--- src/sv/assert_macros.svh ---
// Assertion macros shared by the RTL of the frame rate meter.
// Depends on nothing; included by files that carry concurrent assertions.
`ifndef ASSERT_MACROS_SVH
`define ASSERT_MACROS_SVH

// Same-cycle implication, disabled during reset
`define ASSERT_SAME(label, clk, rst, ante, cons) \
   label: assert property (@(posedge clk) disable iff (rst) (ante) |-> (cons)) \
      else $error("assertion failed");

// Next-cycle implication, disabled during reset
`define ASSERT_NEXT(label, clk, rst, ante, cons) \
   label: assert property (@(posedge clk) disable iff (rst) (ante) |=> (cons)) \
      else $error("assertion failed");

`endif

--- src/sv/mafrm_pkg.sv ---
// Package for the moving-average frame rate meter: widths, reset values,
// register indexes and the divider handshake types. Depends on nothing.
package mafrm_pkg;

   // Window depth and derived widths
   localparam int MAX_SAMPLES = 256;
   localparam int PTR_W       = $clog2(MAX_SAMPLES);
   localparam int CNT_W       = $clog2(MAX_SAMPLES + 1);
   localparam int TIME_W      = 32;
   localparam int WIN_W       = 9;
   localparam int SUM_W       = TIME_W + PTR_W;
   localparam int FRAC_W      = 8;
   localparam int RATE_W      = 48;
   localparam int PROD_W      = CNT_W + TIME_W;
   localparam int NUM_W       = PROD_W + FRAC_W;
   localparam int DIV_W       = (NUM_W > RATE_W) ? NUM_W : RATE_W + 1;
   localparam int DIV_CNT_W   = $clog2(DIV_W + 1);

   // Configuration port
   localparam int CSR_IDX_W  = 1;
   localparam int CSR_DATA_W = 32;
   localparam logic [CSR_IDX_W-1:0] REG_WINDOW_SIZE      = 1'd0;
   localparam logic [CSR_IDX_W-1:0] REG_TICKS_PER_SECOND = 1'd1;

   // Register reset values
   localparam logic [WIN_W-1:0]  WINDOW_RESET = 9'd16;
   localparam logic [TIME_W-1:0] TICKS_RESET  = 32'd1000;

   // Divider control and status
   typedef struct packed {
      logic start;
   } div_ctl_type;

   typedef struct packed {
      logic busy;
      logic done;
   } div_sts_type;

endpackage

--- src/sv/mafrm_div.sv ---
// Bit-serial restoring divider, one quotient bit per cycle.
// Depends on mafrm_pkg.
module mafrm_div
   import mafrm_pkg::*;
(
   input  logic              clock,
   input  logic              reset,
   input  div_ctl_type       ctl,
   input  logic [DIV_W-1:0]  dividend,
   input  logic [SUM_W-1:0]  divisor,
   output div_sts_type       sts,
   output logic [DIV_W-1:0]  quotient
);

   logic                 busy_ff, busy_in;
   logic                 done_ff, done_in;
   logic [DIV_CNT_W-1:0] cnt_ff, cnt_in;
   logic [SUM_W-1:0]     rem_ff, rem_in;
   logic [DIV_W-1:0]     dq_ff, dq_in;
   logic [SUM_W:0]       rem_shift;
   logic [SUM_W:0]       diff;

   // Trial subtract of the divisor from the shifted remainder
   assign rem_shift = {rem_ff, dq_ff[DIV_W-1]};
   assign diff      = rem_shift - {1'b0, divisor};

   always_comb begin
      busy_in = busy_ff;
      done_in = 1'b0;
      cnt_in  = cnt_ff;
      rem_in  = rem_ff;
      dq_in   = dq_ff;
      if (ctl.start) begin
         // Load the dividend and clear the remainder
         busy_in = 1'b1;
         cnt_in  = DIV_CNT_W'(DIV_W);
         rem_in  = '0;
         dq_in   = dividend;
      end else if (busy_ff) begin
         // Retire one quotient bit
         if (!diff[SUM_W]) begin
            rem_in = diff[SUM_W-1:0];
            dq_in  = {dq_ff[DIV_W-2:0], 1'b1};
         end else begin
            rem_in = rem_shift[SUM_W-1:0];
            dq_in  = {dq_ff[DIV_W-2:0], 1'b0};
         end
         cnt_in = cnt_ff - 1'b1;
         if (cnt_ff == DIV_CNT_W'(1)) begin
            busy_in = 1'b0;
            done_in = 1'b1;
         end
      end
   end

   // Control state
   always_ff @(posedge clock) begin
      if (reset) begin
         busy_ff <= 1'b0;
         done_ff <= 1'b0;
         cnt_ff  <= '0;
      end else begin
         busy_ff <= busy_in;
         done_ff <= done_in;
         cnt_ff  <= cnt_in;
      end
   end

   // Datapath
   always_ff @(posedge clock) begin
      rem_ff <= rem_in;
      dq_ff  <= dq_in;
   end

   assign sts.busy = busy_ff;
   assign sts.done = done_ff;
   assign quotient = dq_ff;

endmodule

--- config.mk ---
export PLATFORM = sky130hd
export DESIGN_NAME = mafrm_div
export DESIGN_NICKNAME = d
export VERILOG_FILES = /design/src/sv/assert_macros.svh /design/src/sv/mafrm_pkg.sv /design/src/sv/mafrm_div.sv
export SDC_FILE = /design/constraint.sdc
export NUM_CORES = 1
export LEC_CHECK = 0
export BUFFER_PORTS_ARGS = -buffer_cell sky130_fd_sc_hd__buf_4
export CAP_MARGIN = 20
export CORE_ASPECT_RATIO = 0.8
export CORE_MARGIN = 1.5
export CORE_UTILIZATION = 45
export CTS_CLUSTER_SIZE = 8
export DETAILED_ROUTE_END_ITERATION = 8
export GPL_ROUTABILITY_DRIVEN = 1
export MAX_ROUTING_LAYER = met4
export PLACE_DENSITY_LB_ADDON = 0.3
export SETUP_SLACK_MARGIN = 0.1
export SYNTH_ARGS = -nofsm -noshare
export SYNTH_HDL_FRONTEND = slang
export SYNTH_SLANG_ARGS = --single-unit
--- constraint.sdc ---
create_clock -name clock -period 4.4 [get_ports clock]
set_input_delay 0.22 -clock clock [delete_from_list [all_inputs] [get_ports clock]]
set_output_delay 0.22 -clock clock [all_outputs]
set_load 0.005 [all_outputs]
* Word-level counts from Yosys, hierarchy flattened
Index checks and enable logic that the tools add are counted.
Widths: inputs -> output; s select.
** Operators by class
- Reduce and logical (&&, ||, !) cells :: 3
- Muxes and demuxes :: 10
- Add/subtract/negate cells :: 2
- Eq/ne operators :: 1
- Bitwise operators :: 1
** Operator list (number)
- $mux 49 :: 2
- $sub 41x40->41 :: 1
- $mux 40 :: 1
- $mux 6 :: 2
- $eq 6x1->1 const B :: 1
- $sub 6x1->6 const B :: 1
- $mux 1 :: 5
- $reduce_or 3->1 :: 1
- $reduce_bool 2->1 :: 1
- $reduce_or 2->1 :: 1
- $not 1->1 :: 1
** Storage, ports and cells
- Output and inout port bits :: 51
- Input port bits :: 92
- Register bits after elaboration :: 97
- Word-level logic and storage cells :: 23

* Logic depth before layout (Yosys ltp)
- Depth after elaboration :: 4
- Mapped depth :: 15
- Depth with buffers taken out :: 13

* Worst setup path after synthesis
No wires, ideal clock.
- Kind :: register to register
- Start point :: register dq_ff[48] (netlist: quotient[48])
- End point :: register rem_ff[31]
- Data required time :: 4.309 ns
- Setup slack :: 1.223 ns
- Arrival time :: 3.086 ns
- Cell stages (with the launch flop) :: 16
- Cell sequence :: edfxtp_1 > inv_1 > ha_1 > fa_1 > nand2b_1 > a21oi_1 > o21ai_2 > a2111oi_4 > nor4_4 > o21ai_4 > mux2i_4 > and2_4 > buf_6 > buf_6 > nand2_1 > a311oi_1
** On the way
- Longest elaborated chain between the ends :: 2
** Ends and longest elaborated chain
- from (decl) :: line mafrm_div.sv:19 : logic [DIV_W-1:0] dq_ff, dq_in;
- from (signal assigned) :: line mafrm_div.sv:72 : dq_ff <= dq_in;
- $sub 41x40->41 :: line mafrm_div.sv:25 : assign diff = rem_shift - {1'b0, divisor};
- $mux 40 :: line mafrm_div.sv:41 : if (!diff[SUM_W]) begin
- to (signal assigned) :: line mafrm_div.sv:71 : rem_ff <= rem_in;
- to (decl) :: line mafrm_div.sv:18 : logic [SUM_W-1:0] rem_ff, rem_in;
No other way between the ends.
A chain may end at the register's enable or synchronous reset.

* Worst setup path in the final report
- Start point :: register dq_ff[48] (netlist: quotient[48])
- End point :: register rem_ff[11]
Same word-level chain as after synthesis.

==> summary.txt <==
STA
  – Fin. Hold Viols: 0
  – TNS Setup: 0 ns
  – Slew HR: 34.6%
  – Period Utilization, post-route: 85.0%
  – Maximum clock rate: 0.267 GHz
  – Number of setup violations in the final report: 0
  – Setup Skew: 0.00695 ns
  – Unrepaired setup endpoints after global routing: false
  – Slew @ Worst Pin: 0.981 ns
  – Post-layout min period: 3.74 ns
  – Max Slew Vio Count: 0
  – Hold_ws: 0.0844 ns

Global route
  – Grt total ovfl: 0
  – Initial antenna violation count: 0
  – Global-route wire length before repair: 26.2 mm
  – Largest net degree at the start of global routing: 85
  – Vias in the first global route: 5154
  – Gr usage total: 21.4%

Worst setup path
  – Crit path launch type: flip-flop
  – Critical path class: flip-flop to flip-flop
  – CP peak stage delay: 0.41 ns
  – CP max stage cell: fa_1
  – Worst EP arrival: 3.99 ns
  – Crit path buf inv count: 2
  – CP Cell Sequence: inv_1, ha_1, fa_1, nand2b_1, a21oi_1, o21ai_2, a2111oi_4, nor4_4, o21ai_4, mux2i_4, nand2_2, buf_4, mux2i_1, a211oi_1
  – Crit path max-delay family: compound AO/OA/AOI/OAI gates
  – CP Data Required Time: 4.65 ns
  – Worst Path Max Fanout: 22
  – Critical path capture point type: flip-flop

Finish
  – Antenna diodes: 0
  – Final #Nets: 959
  – Fill cells: 1269
  – Share of layout cells above drive strength 1: 28.2%
  – Synth-to-layout area growth: 21.9%

Clocking
  – Setup Fix Bufs, Post-CTS: 0
  – Num CTS Buffers: 9
  – Clock transition at path regs: 0.08 ns
  – Root buffer cell: clkbuf_16
  – CTS tree: built
  – Clock tree buffer depth: 2
  – CTS H-tree depth: 3
  – Clk sink count: 97
  – Worst-Skew Late Latency: 0.35 ns
  – Cts repair resizes: 0
  – CTS hold repair buffers: 0

Synth
  – Most frequent cell after synthesis: nor2_1
  – Yosys cell types: 73
  – Syn avg cell area: 9.38 um^2
  – Synth warn: 0
  – EDFF count, synth: 49
  – Synthesized flop and latch total: 97
  – Area leader, netlist: edfxtp_1
  – Synth area leaders: edfxtp_1, dfxtp_1, mux2_2
  – Post-Syn Instances: 705
  – Main flop type after synthesis: edfxtp_1
  – Post-synth net total: 840
  – Top cells by count, synth: nor2_1, nand2_1, inv_1
  – Ys async rst share: 0%
  – Yosys top cell area share: 22.3%
  – Sequential-to-total area share from yosys stat: 36.8%
  – Post-Synthesis Cell Area: 6610 um^2

Drt
  – DR WL/cell: 15.8 um
  – Top Layer Used: met4
  – DRC: 0
  – Vias: 5514
  – TritonRoute pass-1 iters: 5
  – Vias per cell: 5.44
  – Met1 wire length: 7.89 mm
  – Antenna-violating nets left: 0
  – WL met2: 7.17 mm
  – Iter 0 DRT Violations: 441
  – Met3 Wirelength: 764 um
  – Routed WL: 16.0 mm

Run status
  – Status: finished clean

Floorplan
  – Die area: 15400 um^2
  – Die Wd: 139 um
  – Core Box Area: 14300 um^2
  – Die height: 111 um
  – # IOs: 143
  – Row cnt: 39
  – Initial Util: 46.3%

Pwr
  – PwrDens: 359 nW/um^2
  – Worst IR drop on VDD: 0.000203 V
  – Leakage Power: 3.51 nW

Placement
  – Routability cong.: 0.890
  – DP HPWL: 11.9 mm
  – IO buf count: 142

Job
  – Max-cap violations: 0

Worst hold path
  – HP Class: input port to flip-flop
## area by class of cell
| cell class | instances | area (um^2) | area share (%) |
|---|---|---|---|
| Tap cell | 184 | 230 | 2.86 |
| Clock inverter | 7 | 70.1 | 0.869 |
| Inverter | 56 | 210 | 2.61 |
| Clock buffer | 9 | 225 | 2.79 |
| Multi-Input combinational cell | 514 | 3770 | 46.8 |
| Sequential cell | 97 | 2430 | 30.2 |
| Timing Repair Buffer | 146 | 1120 | 13.8 |
## registers in the layout (all words and copies together), names as in the netlist
name	flops
quotient	49
done_ff	1
cnt_ff	6
rem_ff	40
busy_ff	1
## kinds of logic after synthesis
group	count (synthesis)	share of synthesized area [%]
simple gates	188	13.3
compound gates	174	18.7
flops	97	36.8
buf+inv	94	6.17
mux	70	11.7
fa+ha+maj	43	8.25
xor+xnor	39	5.17
## per-layer routing
layer / GRT usage, % / vias to the layer above
met5: - / -
met4: 4.70 / 0
met3: 3.23 / 13
met2: 31.9 / 149
met1: 30.6 / 2552
li1: - / 2800
## layout by cell type, fill, tap and decap left out, drive strengths merged, types with 3 or more instances in the layout
master   netlist  layout
nor2          66      66
o21ai         24      24
o31ai          3       3
o311ai         3       3
ha            42      42
xnor2         20      20
nand3b         4       4
xor2          19      19
a311oi        11      11
nor2b          6       6
nand2b         5       5
dfxtp         48      48
edfxtp        49      49
nor3           5       5
o21a           7       7
buf           13     146
or2            5       5
o211ai        11      11
mux2          49      49
a211oi        25      25
inv           55      60
nand3         14      14
clkinv         1       3
a21o          11      11
a31oi          4       4
nor4           5       5
o21bai         5       5
nand4          7       7
a2111oi        4       4
nand2         58      58
clkbuf        25       9
and3           3       3
a21oi         51      51
mux2i         21      21
## where the power goes
part	switching [mW]	internal, mW	total [mW]
logic	0.516	0.456	0.971
clock network	0.391	0.402	0.793
registers	0.0710	1.06	1.13
## stage by stage
stage	setup WS [ns]	total power, mW	utilization, %	cells	instance area [um^2]
final	0.660	2.90	56.4	1013	8060
after global routing	0.382	3.06	56.4	1013	8060
after CTS	0.632	2.91	56.4	1013	8060
after detailed placement	0.651	2.12	54.3	997	7760
after global placement	0.868	2.10	54.1	996	7740
after floorplan	1.22	1.84	-	705	6610
## worst paths after layout
path                                start                 endpoint  slack, ns  cells after the start
setup / recovery   quotient[48]$_DFFE_PP_  rem_ff[11]$_SDFFE_PP0P_       0.66                     14
setup reg to reg   quotient[48]$_DFFE_PP_  rem_ff[11]$_SDFFE_PP0P_       0.66                     14
hold reg to reg   rem_ff[38]$_SDFFE_PP0P_  rem_ff[38]$_SDFFE_PP0P_       0.49                      2
hold / removal                      reset       busy_ff$_SDFF_PP0_       0.08                      2
Note: power is estimated with default switching activity, not from simulation.
